--- src/sv/cpaf_pkg.sv ---
package cpaf_pkg;

    localparam int MaxVertices  = 64;
    localparam int MaxEdges     = 64;
    localparam int DurationBits = 16;
    localparam int VW = 6;   // vertex index width
    localparam int EW = 6;   // edge index width
    localparam int CW = 7;   // count width (holds 64)
    localparam int TW = 24;  // signed event time width

    localparam logic [1:0] StCrit  = 2'd0;
    localparam logic [1:0] StCycle = 2'd1;
    localparam logic [1:0] StNone  = 2'd2;

    localparam logic [0:0] RegVertexCount = 1'd0;

    typedef logic signed [TW-1:0] time_t;

    typedef struct packed {
        logic [VW-1:0]           src;
        logic [VW-1:0]           dst;
        logic [DurationBits-1:0] dur;
    } edge_t;

    typedef struct packed {
        logic [1:0]              status;
        logic [VW-1:0]           crit_src;
        logic [VW-1:0]           crit_dst;
        logic [DurationBits-1:0] crit_length;
        logic                    last_result;
    } result_t;

    typedef enum logic [4:0] {
        S_LOAD,
        S_DEG_RD, S_DEG_WAIT, S_DEG_WR,
        S_SEED_RD, S_SEED_WAIT, S_SEED_CHK,
        S_POP, S_POP_WAIT, S_POP_T,
        S_FW_RD, S_FW_WAIT, S_FW_WR,
        S_CHK,
        S_LT_INIT,
        S_BW_V, S_BW_VWAIT, S_BW_VT, S_BW_RD, S_BW_WAIT, S_BW_WR,
        S_EM_V, S_EM_VWAIT, S_EM_RD, S_EM_WAIT, S_EM_OUT,
        S_FIN
    } state_t;

endpackage

--- src/sv/cpaf_cfg.sv ---
module cpaf_cfg
    import cpaf_pkg::*;
(
    input  logic        clk,
    input  logic        rst_n,
    input  logic        psel,
    input  logic        penable,
    input  logic        pwrite,
    input  logic [2:0]  paddr,
    input  logic [31:0] pwdata,
    output logic [31:0] prdata,
    output logic        pready,
    output logic [CW-1:0] n_eff
);
    logic [CW-1:0] vcount_reg;

    always_ff @(posedge clk or negedge rst_n)
    begin
        if (!rst_n)
        begin
            vcount_reg <= CW'(1);
        end
        else if (psel && penable && pwrite && paddr[2] == RegVertexCount)
        begin
            vcount_reg <= pwdata[CW-1:0];
        end
    end

    assign pready = 1'b1;
    assign prdata = (paddr[2] == RegVertexCount) ? {25'd0, vcount_reg} : 32'd0;

    // clamp to 1..MaxVertices
    always_comb
    begin
        if (vcount_reg == '0)
        begin
            n_eff = CW'(1);
        end
        else if (vcount_reg > CW'(MaxVertices))
        begin
            n_eff = CW'(MaxVertices);
        end
        else
        begin
            n_eff = vcount_reg;
        end
    end
endmodule

--- config.mk ---
export PLATFORM = sky130hd
export DESIGN_NAME = cpaf_cfg
export DESIGN_NICKNAME = d
export VERILOG_FILES = /design/src/sv/cpaf_pkg.sv /design/src/sv/cpaf_cfg.sv
export SDC_FILE = /design/constraint.sdc
export NUM_CORES = 1
export LEC_CHECK = 0
export BUFFER_PORTS_ARGS = -buffer_cell sky130_fd_sc_hd__buf_4
export CORE_MARGIN = 5
export CORE_UTILIZATION = 31
export DETAILED_ROUTE_END_ITERATION = 10
export MAX_ROUTING_LAYER = met4
export PLACE_DENSITY = 0.84
export SYNTH_ARGS = -nofsm -noshare
export SYNTH_HDL_FRONTEND = slang
export SYNTH_SLANG_ARGS = --single-unit
--- constraint.sdc ---
create_clock -name clk -period 1.49 [get_ports clk]
set_input_delay 0.2235 -clock clk [delete_from_list [all_inputs] [get_ports clk]]
set_output_delay 0.2235 -clock clk [all_outputs]
set_load 0.01 [all_outputs]
Yosys cells after proc, flatten, opt, wreduce, memory -nomap -nowiden
Cells that the tools add are included.
W data, S select, Z words.
{"block": "totals", "ff_bits": 7, "in_bits": 40, "out_inout_bits": 40, "word_cells": 10}
{"block": "classes", "n_lt_le_gt_ge": 1, "n_mux": 3, "bitwise": 1, "reduce_logical": 4}
{"cell": "$mux W7", "n": 3}
{"cell": "$gt A7 B7 Y1 const B", "n": 1}
{"cell": "$logic_not A7 Y1", "n": 1}
{"cell": "$logic_and A1 B1 Y1", "n": 3}
{"cell": "$not A1 Y1", "n": 1}

Longest topological paths before layout
Gate-level depths: netlist of the first run.
{"block": "depth", "ltp_word": 3, "ltp_mapped": 2, "ltp_nobuf": 2}

Least setup slack after synthesis of the first run
No wires, ideal clock.
{"block": "synth_timing", "path_type": "register to output", "start": "register vcount_reg[5]", "end": "output n_eff[0]", "arrival_ns": 1.042, "t_required_ns": 1.266, "setup_slack_ns": 0.224, "stages_incl_launch_ff": 3, "cell_sequence": "dfrtp_1 -> or3_1 -> o41ai_2"}
{"block": "synth_between", "elab_chain_len": 3, "word_cells_on_any_way": 4, "classes_between": "1 x order compare; 2 x mux; 1 x reduce/logical"}
{"item": "start: declaration", "line": "cpaf_cfg.sv:15", "rtl": "logic [CW-1:0] vcount_reg;"}
{"item": "start signal: assignment", "line": "cpaf_cfg.sv:25", "rtl": "vcount_reg <= pwdata[CW-1:0];"}
{"item": "$gt A7 B7 Y1", "line": "cpaf_cfg.sv:39", "rtl": "else if (vcount_reg > CW'(MaxVertices))"}
{"item": "$mux W7", "line": "cpaf_cfg.sv:39"}
{"item": "$mux W7 *", "line": "cpaf_cfg.sv:35", "rtl": "if (vcount_reg == '0)"}
{"item": "end: declaration", "line": "cpaf_cfg.sv:13", "rtl": "output logic [CW-1:0] n_eff"}
Mark *: on every way between the ends. The rest lies on a longest branch, timed or not.

Worst setup path in the final report of the first run
Same ends and word-level chain as after synthesis.

==> results.md, run 1 <==
Timing:
- The timing-limited maximum frequency is 608 MHz.
- The share of the cycle needed by the critical path after routing is 1.10.
- The final-report max-slew violation count is 0.
- On the final layout, the worst hold slack is 0.209 ns.
- The final total negative setup slack is -0.155 ns.
- The hold violation total from the final report came to 0.
- The smallest clock period supported by the final layout is computed as 1.65 ns.
- Clock skew on the completed layout was measured at 0 ns.
- Setup repair after global routing could not meet its margin everywhere.
- Setup slack on the critical path of the routed design comes to -0.155 ns.
- Setup violations remaining at the end of the flow were counted as 1.

Clocking:
- The number of levels the H-tree was split into is 1.
- Counting along the longest clock path gives a buffer depth of 2.
- Clock-pin slew was measured on the worst setup and hold paths at 0.05 ns.
- The total CTS buffers is 3.
- Gates resized during post-CTS repair numbered 0.
- The number of buffers added for setup after CTS is 0.
- At the later pin of the worst-skew pair, clock insertion delay measures 0.24 ns.
- In this run the clock root is driven by a sky130_fd_sc_hd__clkbuf_4.
- TritonCTS built the clock tree.
- The total number of clock tree sinks is 7.

Floorplan:
- The die area is 2940 um2.
- The number of standard-cell rows in the floorplan is 16.
- Measured along the y axis, the die boundary spans 54.2 um.
- The boundary pin count is 80.
- The starting utilization of the core area is 0.316.
- In this run the horizontal extent of the chip is 54.2 um.
- The floorplan step defined a core boundary enclosing 1920 um2.

Pwr:
- The power per standard cell area is 1010 nW/um2.
- Across the VDD grid, the largest voltage drop is 0.548 mV.
- Summed over all cells, the static leakage comes to 0.420 nW.

Detailed routing:
- The highest metal layer with signal wires is met4.
- The routed layout has 420 vias.
- The routed metal-1 wirelength is 393 um.
- The total length of routed met2 wires is 605 um.
- The detail route stage leaves a number of antenna-violating nets equal to 0.
- Dividing the detail-routed wire length by the instance count gives 10.3 um.
- The number of optimization iterations in the first detailed-route pass is 4.
- Dividing the detail-routed via count by the number of cells gives 3.68.
- The final routed DRC violation total is 0.
- Summed over all layers, the routed wires come to 1.17 mm.
- The total met3 wirelength after detailed routing is 159 um.
- The detailed router's first-iteration violation count is 3.

Worst setup path:
- In this run the worst path has a maximum fanout of 4.
- The type of origin of the critical path is a flop.
- At the worst endpoint, the required time is 1.27 ns.
- The worst setup path is captured at a primary output.
- Data on the critical path arrives at its endpoint at 1.42 ns.
- The startpoint-to-endpoint class of the critical path is flop to primary output.

Flow run:
- The max capacitance violation total is 0.

Finish:
- In the final layout, the share of cells above drive strength 1 is 0.529.
- The register with the most flip-flops in the layout has 7 of them.
- The layout overhead on the synthesized area is 25.8%.
- The number of antenna cells inserted is 0.
- After the last flow step, the layout net total stands at 128.

Global route:
- The maximum number of pins on one net before global-route repair is 11.
- The first-pass GRT wire length is 1.76 mm.
- After global routing the overflow that remains totals 0.
- The total track usage is 0.0875.
- The number of global-route vias before repair was 408.
- The number of antenna violations at the first check in global routing came to 0.

Yosys:
- The post-synthesis cell area is 607 um2.
- Synthesis instantiated 12 different standard cells from the library.
- The cell count after synthesis is 59.
- In this run the mean area of a mapped cell was 10.3 um2.
- After synthesis the netlist holds a flip-flop and latch count of 7.
- For this run, the register share of the synthesized area comes to 0.291.
- Yosys printed 0 warnings.

Placement:
- Prior to clock tree synthesis, the placed netlist has a worst setup slack of 0.102 ns.
- The congestion estimate from routability-driven global placement came to 0.719.
- Port buffering added 26 buffers.

Status:
- The flow ran to the end, but the final reports show violations.
- The checks that failed: setup timing.

Worst hold path:
- In this run the worst hold path is classified as input port to flop.
-- synthesized netlist by cell type, drive strengths merged --
| cell | count | area (um2) |
|---|---|---|
| and2b | 7 | 61.3 |
| buf | 26 | 195 |
| clkbuf | 1 | 3.75 |
| conb | 2 | 7.51 |
| dfrtp | 6 | 150 |
| dfstp | 1 | 26.3 |
| mux2 | 7 | 78.8 |
| nand2b | 1 | 6.26 |
| nand4b | 1 | 23.8 |
| nor2b | 5 | 31.3 |
| o41ai | 1 | 16.3 |
| or3 | 1 | 6.26 |
-- cell usage in the layout (no fill, tap or decap), types with 3 or more instances in the layout --
cell and count:
sky130_fd_sc_hd__conb_1 26, sky130_fd_sc_hd__buf_4 26, sky130_fd_sc_hd__and2b_2 7, sky130_fd_sc_hd__mux2_2 7, sky130_fd_sc_hd__dfrtp_1 6, sky130_fd_sc_hd__nor2b_1 5
sky130_fd_sc_hd__clkbuf_4 3
-- routing by layer --
layer,track usage,up-vias
li1,-,192
met4,0.0622,0
met3,0.0109,2
met2,0.165,37
met1,0.0795,189
met5,-,-
-- logic make-up after synthesis --
family,Yosys count,share of synthesized area
simple gates,15,0.212
mux,7,0.130
flops,7,0.291
other cells,2,0.0124
compound gates,1,0.0268
buf+inv,27,0.328
-- final timing paths --
path / from / to / slack (ns) / cells past startpoint
max: vcount_reg[5]$_DFFE_PN0P_ / n_eff[0] / -0.16 / 3
max reg2reg: vcount_reg[6]$_DFFE_PN0P_ / vcount_reg[6]$_DFFE_PN0P_ / 0.60 / 1
min: pwdata[2] / vcount_reg[2]$_DFFE_PN0P_ / 0.21 / 2
max in group asynchronous: rst_n / vcount_reg[0]$_DFFE_PN1P_ / 0.96 / 2
min reg2reg: vcount_reg[2]$_DFFE_PN0P_ / vcount_reg[2]$_DFFE_PN0P_ / 0.54 / 1
min in group asynchronous: rst_n / vcount_reg[5]$_DFFE_PN0P_ / 0.32 / 2
-- what timing repair did --
item,CTS,global route
setup endpoints to repair,1,1
hold buffers,1,0
endpoints found under the hold margin,7,0
-- report_power, final --
group	switching [mW]	total (mW)	internal, mW
Clock	0.0620	0.164	0.102
Combinational	0.140	0.320	0.181
Sequential	0.0488	0.286	0.237
-- worst max-delay path, stage by stage, from the launching register on --
cell,delay [ns]
sky130_fd_sc_hd__dfrtp_1,0.39
sky130_fd_sc_hd__or3_1,0.38
sky130_fd_sc_hd__o41ai_2,0.23
sky130_fd_sc_hd__buf_4,0.18
-- cell type report --
type | count | area, um2
Clock buffer | 4 | 26.3
Timing Repair Buffer | 27 | 205
Tap cell | 27 | 33.8
Sequential cell | 7 | 176
Fill cell | 190 | 1160
Multi-Input combinational cell | 49 | 322
-- through the flow --
step / util / instances / instance area, um2 / total power, mW
6_report: 0.397 / 114 / 763 / 0.770
5_1_grt: 0.397 / 114 / 763 / 0.824
4_1_cts: 0.397 / 114 / 763 / 0.782
3_5_place_dp: 0.378 / 109 / 727 / 0.608
3_3_place_gp: 0.378 / 109 / 727 / 0.601
2_1_floorplan: - / 83 / 697 / 0.500
Power figures use the tool's default switching activity.
==> run 2: changes to the inputs <==
--- a/config.mk
+++ b/config.mk
@@ -5,10 +5,12 @@
 export SDC_FILE = /design/constraint.sdc
 export NUM_CORES = 1
 export LEC_CHECK = 0
+export ABC_AREA = 1
 export BUFFER_PORTS_ARGS = -buffer_cell sky130_fd_sc_hd__buf_4
 export CORE_MARGIN = 5
-export CORE_UTILIZATION = 31
+export CORE_UTILIZATION = 32
 export DETAILED_ROUTE_END_ITERATION = 10
+export GPL_ROUTABILITY_DRIVEN = 1
 export MAX_ROUTING_LAYER = met4
 export PLACE_DENSITY = 0.84
 export SYNTH_ARGS = -nofsm -noshare
==> run 2 against run 1 <==
Against the previous run: register-to-register slack improved by 0.06 ns; critical endpoint is now n_eff[4]; sequential share of layout area fell by 1.9 points; the run still ends with setup timing left; highest routed layer unchanged; worst setup slack better by 0.15 ns; largest power group unchanged; via count increased by 21%; final cell count rose by 23%; core utilization increased by 3.1 points; fmax up 10%; flip-flop and latch count did not move; clock skew stayed put; combinational power increased by 16%; clock power grew 7%; global-route usage is 1.1 points higher.
==> results.md, run 2 <==
Status:
- The run finished, with violations left.
- The checks that failed: setup timing.

Pwr:
- The worst vdd rail ir drop was 0.473 mV (-14%).
- The leakage power total is 0.471 nW (+12%).
- The switching share of total power is 0.389 (+0.0637).
- The fraction of power consumed by the clock network came to 0.213 (about the same).
- The sequential share of power came to 0.337 (-0.034).
- The power per standard cell area is 991 nW/um2 (-1.8%).
- The fraction of power consumed by combinational cells was 0.451 (+0.035).
- The internal power summed over all cells is 504 uW (-3.0%).
- The switching power is 321 uW (+28%).

Yosys:
- The leading register cell type out of synthesis is sky130_fd_sc_hd__dfrtp_1.
- The average instance area after synthesis is 7.54 um2 (-27%).
- The number of flip-flops and latches in the synthesized netlist is 7 (unchanged).
- After synthesis, the most frequently instantiated cells are sky130_fd_sc_hd__buf_4 (26), sky130_fd_sc_hd__inv_1 (14), sky130_fd_sc_hd__nor2_1 (11), sky130_fd_sc_hd__nand2_1 (7), sky130_fd_sc_hd__o21ai_2 (7).
- The number of enable flip-flop cells after synthesis is 0 (unchanged).
- By instance count, the leading cell after synthesis is sky130_fd_sc_hd__buf_4.
- The sequential element share of the synthesized area is 0.272 (-0.0185).
- sky130_fd_sc_hd__buf_4 takes more of the synthesized area than any other cell.
- The cell count after synthesis is 86 (+46%).
- The distinct cell type count after synthesis is 14 (+2).
- The top cell type's share of synthesized area was 0.301 (-0.0205).
- The share of synthesized flip-flops with an asynchronous set or reset was 1.00 (unchanged).
- The number of warnings printed during yosys synthesis is 0 (unchanged).
- In the post-synthesis netlist, the biggest area contributors are sky130_fd_sc_hd__buf_4 (30%), sky130_fd_sc_hd__dfrtp_1 (23%), sky130_fd_sc_hd__o21ai_2 (9.5%).
- The post-synthesis cell area is 648 um2 (+6.8%).

Detailed routing:
- The final routed DRC violation total is 0 (unchanged).
- The post-detailed-route via-to-cell ratio came to 3.63 (-1.5%).
- The number of optimization iterations in the first detailed-route pass is 3 (-1).
- The total length of routed wires is 1.41 mm (+20%).
- The routed via count was 508 (+21%).
- The remaining number of nets flagged by the antenna check after routing was 0 (unchanged).
- The wire length per cell is 10.0 um (-2.2%).
- The detailed router's first-iteration violation count came to 3 (unchanged).

Floorplan:
- The number of standard-cell rows in the floorplan is 16 (unchanged).
- The starting utilization of the core area is 0.334 (+0.0180).
- The horizontal die dimension was 55.0 um (+1.4%).
- The die area is 3030 um2 (+2.8%).
- The core box area is 1940 um2 (+1.0%).
- The die extent in y is 55.0 um (+1.4%).
- The boundary pin count is 80 (unchanged).

Worst hold path:
- The beginning of the worst hold path is pwdata[0].
- The tightest min-delay check is of the input port to flop type.

Finish:
- The library cell used most frequently in the layout, excluding fill and tap cells, is sky130_fd_sc_hd__buf_4.
- The fraction of layout cells with a size suffix above 1 was 0.442 (-0.0863).
- The final design area excluding fillers was 832 um2 (+9.0%).
- The layout overhead on the synthesized area is 28.4%.
- The number of antenna cells inserted is 0 (unchanged).
- The flip-flop count of the largest register after layout is 7 (unchanged).
- The top cell types in the final layout, fill and taps aside, are sky130_fd_sc_hd__buf_4 (28), sky130_fd_sc_hd__conb_1 (26), sky130_fd_sc_hd__inv_1 (14).
- The layout net count is 154 (+20%).

Timing:
- The clock skew after layout was 0 ns (unchanged).
- The hold violation total from the final report is 0 (unchanged).
- The final total negative setup slack was -0.00108 ns (+0.154 ns).
- The final-report max-slew violation count is 0 (unchanged).
- The count of endpoints failing setup in the final report came to 1 (unchanged).
- The share of the cycle needed by the critical path after routing is 1.00 (-0.104).
- The time the final worst path needs with I/O delays and setup was 1.49 ns (-0.154 ns).
- The setup slack after layout is -0.00108 ns (+0.154 ns).
- Setup repair after global routing could not meet its margin everywhere.
- The timing-limited maximum frequency is 671 MHz (+10%).
- The hold slack was 0.187 ns (-0.0226 ns).

Worst setup path:
- The critical path starts at vcount_reg[2]$_DFFE_PN0P_.
- The origin of the critical flop-to-flop path is vcount_reg[6]$_DFFE_PN0P_.
- The required time reported for the critical path endpoint is 1.27 ns (about the same).
- The register-to-register path setup slack came to 0.66 ns (+0.06 ns).
- The arrival time of data at the critical path endpoint is 1.27 ns (-0.15 ns).
- The startpoint-to-endpoint class of the critical path is flop to primary output.
- The worst setup path is launched from a flop.
- The kind of end point of the critical path is a primary output.
- The worst-path maximum fanout is 5 (+1).

Global route:
- The first-pass GRT wire length is 1.97 mm (+12%).
- The maximum number of pins on one net before global-route repair is 15 (+4).
- The total track usage was 0.0986 (+0.0111).
- The number of global-route vias before repair is 463 (+13%).
- The number of antenna violations at the first check in global routing is 0 (unchanged).
- The total congestion overflow is 0 (unchanged).

Clocking:
- The clock root buffer is sky130_fd_sc_hd__clkbuf_4.
- The total CTS buffers was 3 (unchanged).
- The maximum root-to-sink buffer count was 2 (unchanged).
- The clock transition at the registers of the reported paths was 0.05 ns (about the same).
- The CTS tree is built.
- The total number of clock tree sinks was 7 (unchanged).
- The clock network latency to the later pin of the worst-skew pair is 0.26 ns (+0.02 ns).
- The number of levels the H-tree was split into is 1 (unchanged).

Placement:
- The count of port buffers added during placement came to 26 (unchanged).
- The placer congestion estimate is 0.827 (+15%).
- The post-placement setup slack is 0.251 ns (+0.149 ns).
- The placed cell area is 742 um2 (+2.1%).

Flow run:
- The max capacitance violation total is 0 (unchanged).
[run 2: changes by cell type in the layout (fill, tap and decap cells not counted), sizes merged, moves of 5 or more]
cell	previous run	this run
mux2	7	0
nor2	0	11
a21oi	0	5
and2b	7	0
inv	0	15
nand2	0	7
nor2b	5	0
o21ai	0	7
[run 2: through the flow]
stage	utilization	cells	power, mW
6_report	0.428	140	0.825
5_1_grt	0.428	140	0.882
4_1_cts	0.405	138	0.782
3_5_place_dp	0.382	133	0.589
3_3_place_gp	0.382	133	0.578
2_1_floorplan	-	110	0.497
[run 2: worst max-delay path, cell delays in order, from the launching register on]
cell                      delay, ns
sky130_fd_sc_hd__dfrtp_1       0.40
sky130_fd_sc_hd__nor2_2        0.17
sky130_fd_sc_hd__nand3_4       0.13
sky130_fd_sc_hd__a21oi_2       0.18
sky130_fd_sc_hd__buf_4         0.14
[run 2: cell type report]
| class | instances | area [um2] |
|---|---|---|
| Sequential cell | 7 | 176 |
| Clock buffer | 4 | 26.3 |
| Multi-Input combinational cell | 58 | 317 |
| Inverter | 15 | 58.8 |
| Fill cell | 211 | 1110 |
| Tap cell | 27 | 33.8 |
| Timing Repair Buffer | 29 | 220 |
[run 2: routing by layer]
metal | up-vias | share of wire | GRT usage | routed length (um)
li1 | 254 | - | - | -
met4 | 0 | 0.023 | 0.0729 | 32
met5 | - | 0 | - | 0
met1 | 217 | 0.30 | 0.0827 | 425
met3 | 4 | 0.11 | 0.0295 | 155
met2 | 33 | 0.56 | 0.181 | 791
[run 2: timing repair]
action | in CTS | in global routing
endpoints found under the setup margin | 5 | 5
gates resized for setup | 2 | 8
buffers inserted | 0 | 2
endpoints found under the hold margin | 7 | 0
pin swaps | 0 | 4
hold buffers | 1 | 0
[run 2: power groups by stage]
stage	logic [mW]	clock network [mW]	registers, mW
after floorplan	0.245	0	0.251
after global placement	0.310	0	0.268
after detailed placement	0.318	0	0.271
after CTS	0.329	0.184	0.268
after global routing	0.412	0.188	0.281
final	0.372	0.175	0.278
[run 2: kinds of logic after synthesis]
family	share of synthesized area
AOI/OAI and AO/OA	0.133
DFF	0.272
buffers and inverters	0.438
other	0.0116
and+or+nand+nor	0.145
[run 2: path summary, 6_finish.rpt]
kind,to,cells after the start
setup / recovery,n_eff[4],4
hold / removal,vcount_reg[0]$_DFFE_PN1P_,3
setup reg to reg,vcount_reg[6]$_DFFE_PN0P_,2
hold reg to reg,vcount_reg[0]$_DFFE_PN1P_,2
max in group asynchronous,vcount_reg[0]$_DFFE_PN1P_,2
min in group asynchronous,vcount_reg[5]$_DFFE_PN0P_,2
==> run 3: changes to the inputs <==
--- a/config.mk
+++ b/config.mk
@@ -8,11 +8,12 @@
 export ABC_AREA = 1
 export BUFFER_PORTS_ARGS = -buffer_cell sky130_fd_sc_hd__buf_4
 export CORE_MARGIN = 5
-export CORE_UTILIZATION = 32
+export CORE_UTILIZATION = 33
+export CTS_BUF_LIST = sky130_fd_sc_hd__clkbuf_4
 export DETAILED_ROUTE_END_ITERATION = 10
 export GPL_ROUTABILITY_DRIVEN = 1
 export MAX_ROUTING_LAYER = met4
-export PLACE_DENSITY = 0.84
+export PLACE_DENSITY = 0.86
 export SYNTH_ARGS = -nofsm -noshare
 export SYNTH_HDL_FRONTEND = slang
 export SYNTH_SLANG_ARGS = --single-unit
==> run 3 against run 2 <==
Against the previous run: the flow still finishes with violations (setup timing); clock skew stayed put; sequential power about the same; die area shrank 2.5%; register-to-register slack is essentially flat; first-iteration DRC count up 130%; final area is the same; flip-flop and latch count unchanged; non-clock buffer count did not move; final cell count stayed put; power increased by 3.0%; clock-buffer cell count unchanged; routed wire length grew 0.71%; largest power group unchanged.
==> results.md, run 3 (same netlist as run 2, synthesis figures left out) <==
Floorplan:
- The boundary pin count is 80 (unchanged).
- The die area came to 2950 um2 (-2.5%).
- The die extent in y is 54.3 um (-1.3%).
- The horizontal die dimension is 54.3 um (-1.3%).
- The core box area was 1920 um2 (-1.0%).
- The starting utilization of the core area is 0.337 (+0.00348).
- The number of standard-cell rows in the floorplan is 16 (unchanged).

Worst setup path:
- The type of origin of the critical path is a flop.
- The worst-path maximum fanout came to 5 (unchanged).
- The required time reported for the critical path endpoint is 1.27 ns (about the same).
- The worst setup path is captured at a primary output.
- The most critical setup path has its startpoint at vcount_reg[4]$_DFFE_PN0P_.
- The arrival time of data at the critical path endpoint is 1.27 ns (about the same).
- The origin of the critical flop-to-flop path is vcount_reg[6]$_DFFE_PN0P_.
- The setup path with the least slack is of type flop to primary output.

Global route:
- The total congestion overflow is 0 (unchanged).
- The number of global-route vias before repair is 483 (+4.3%).
- The total track usage is 0.105 (+0.00639).
- The number of antenna violations at the first check in global routing is 0 (unchanged).
- The first-pass GRT wire length is 2.06 mm (+4.6%).
- The maximum number of pins on one net before global-route repair is 15 (unchanged).

Clocking:
- The maximum root-to-sink buffer count is 2 (unchanged).
- The number of levels the H-tree was split into is 1 (unchanged).
- The CTS tree is built.
- The total number of clock tree sinks is 7 (unchanged).
- The total CTS buffers came to 3 (unchanged).
- The clock network latency to the later pin of the worst-skew pair came to 0.26 ns (about the same).
- The clock root buffer is sky130_fd_sc_hd__clkbuf_4.
- The clock transition at the registers of the reported paths was 0.05 ns (about the same).

Pwr:
- The total design power came to 849 uW (+3.0%).
- The power per standard cell area is 1020 nW/um2 (+3.0%).
- The worst vdd rail ir drop was 0.588 mV (+24%).
- The leakage power total came to 0.475 nW (+0.74%).

Detailed routing:
- The wire length per cell is 10.1 um (+0.71%).
- The routed metal-1 wirelength is 447 um (+5.2%).
- The final routed DRC violation total is 0 (unchanged).
- The detailed router's first-iteration violation count is 7 (+4).
- The total length of routed wires is 1.42 mm (+0.71%).
- The total length of routed met2 wires came to 792 um (+0.13%).
- The routed via count is 532 (+4.7%).
- The post-detailed-route via-to-cell ratio is 3.80 (+4.7%).
- The total met3 wirelength after detailed routing was 145 um (-6.5%).
- The remaining number of nets flagged by the antenna check after routing is 0 (unchanged).
- The number of optimization iterations in the first detailed-route pass is 4 (+1).
- The highest metal layer with signal wires is met4.

Finish:
- The layout overhead on the synthesized area is 28.4% (unchanged).
- The layout net count came to 154 (unchanged).
- The fraction of layout cells with a size suffix above 1 is 0.442 (unchanged).
- The number of antenna cells inserted came to 0 (unchanged).
- The utilization after layout came to 0.433 (+0.00446).
- The most common cell after layout, fill and taps aside is sky130_fd_sc_hd__buf_4.
- Leaving out fill and tap cells, the most frequent cells in the layout are sky130_fd_sc_hd__buf_4 (28), sky130_fd_sc_hd__conb_1 (26), sky130_fd_sc_hd__inv_1 (14).
- The flip-flop count of the largest register after layout came to 7 (unchanged).

Timing:
- The clock skew after layout is 0 ns (unchanged).
- The count of endpoints failing setup in the final report is 2 (+1).
- The hold violation total from the final report is 0 (unchanged).
- The time the final worst path needs with I/O delays and setup is 1.50 ns (+0.00494 ns).
- The share of the cycle needed by the critical path after routing was 1.00 (+0.00331).
- The setup slack after layout is -0.00602 ns (-0.00494 ns).
- Setup repair after global routing could not meet its margin everywhere.
- The final-report max-slew violation count is 0 (unchanged).
- The timing-limited maximum frequency is 668 MHz (-0.33%).

Worst hold path:
- The startpoint identified for the worst hold timing path is pwdata[0].
- The tightest min-delay check is of the input port to flop type.

Placement:
- Summed over all nets, the half-perimeter wirelength after detailed placement is 1.16 mm.
- The count of port buffers added during placement is 26 (unchanged).
- The placer congestion estimate is 0.744 (-10%).

Flow run:
- The max capacitance violation total is 0 (unchanged).

Status:
- The flow ran to the end, but the final reports show violations.
- The final reports fail on setup timing.
run 3: critical path, cell delays in order (launching register included):
cell and delay, ns:
sky130_fd_sc_hd__dfrtp_1 0.41, sky130_fd_sc_hd__nor2_2 0.17, sky130_fd_sc_hd__nand3_4 0.13, sky130_fd_sc_hd__a21oi_2 0.17, sky130_fd_sc_hd__buf_4 0.13
run 3: routing by layer:
layer	vias to the layer above	global-route usage
met4	0	0.0747
met3	3	0.0272
met1	239	0.0860
met2	35	0.199
met5	-	-
li1	255	-
run 3: power breakdown:
group | leakage (nW) | internal [mW] | switching [mW] | total (mW)
clock | 0.0184 | 0.121 | 0.0801 | 0.201
sequential | 0.0859 | 0.230 | 0.0507 | 0.281
combinational | 0.371 | 0.170 | 0.198 | 0.368
run 3: worst paths after layout:
path | depth (start not counted) | slack [ns] | end
worst max-delay path | 4 | -0.006 | n_eff[4]
worst min-delay path | 3 | 0.18 | vcount_reg[0]$_DFFE_PN1P_
worst max register to register | 2 | 0.67 | vcount_reg[6]$_DFFE_PN0P_
worst min register to register | 2 | 0.51 | vcount_reg[0]$_DFFE_PN1P_
max in group asynchronous | 2 | 0.98 | vcount_reg[0]$_DFFE_PN1P_
min in group asynchronous | 2 | 0.30 | vcount_reg[5]$_DFFE_PN0P_
run 3: cell type report:
cell class	count	area (um2)
timing repair buffer	29	220
tap	27	33.8
inverter	15	58.8
clock buffer	4	30.0
sequential	7	176
multi-input combinational	58	313
fill	202	1090
run 3: through the flow:
| stage | hold WS, ns | worst slack [ns] | cell area [um2] | instances | TNS, ns |
|---|---|---|---|---|---|
| after floorplan | -0.0721 | 0.419 | 738 | 110 | 0 |
| after global placement | 0.0377 | 0.293 | 742 | 133 | 0 |
| after detailed placement | 0.0405 | 0.243 | 742 | 133 | 0 |
| after CTS | 0.186 | 0.0181 | 793 | 138 | 0 |
| after global routing | 0.188 | -0.0702 | 832 | 140 | -0.249 |
| final | 0.185 | -0.00602 | 832 | 140 | -0.00814 |
run 3: what timing repair did:
item,4_1_cts,5_1_grt
pin swaps,0,3
gates resized for setup,3,6
endpoints found under the setup margin,5,5
setup buffers,0,2
hold buffers,1,0
hold endpoints to repair,7,0
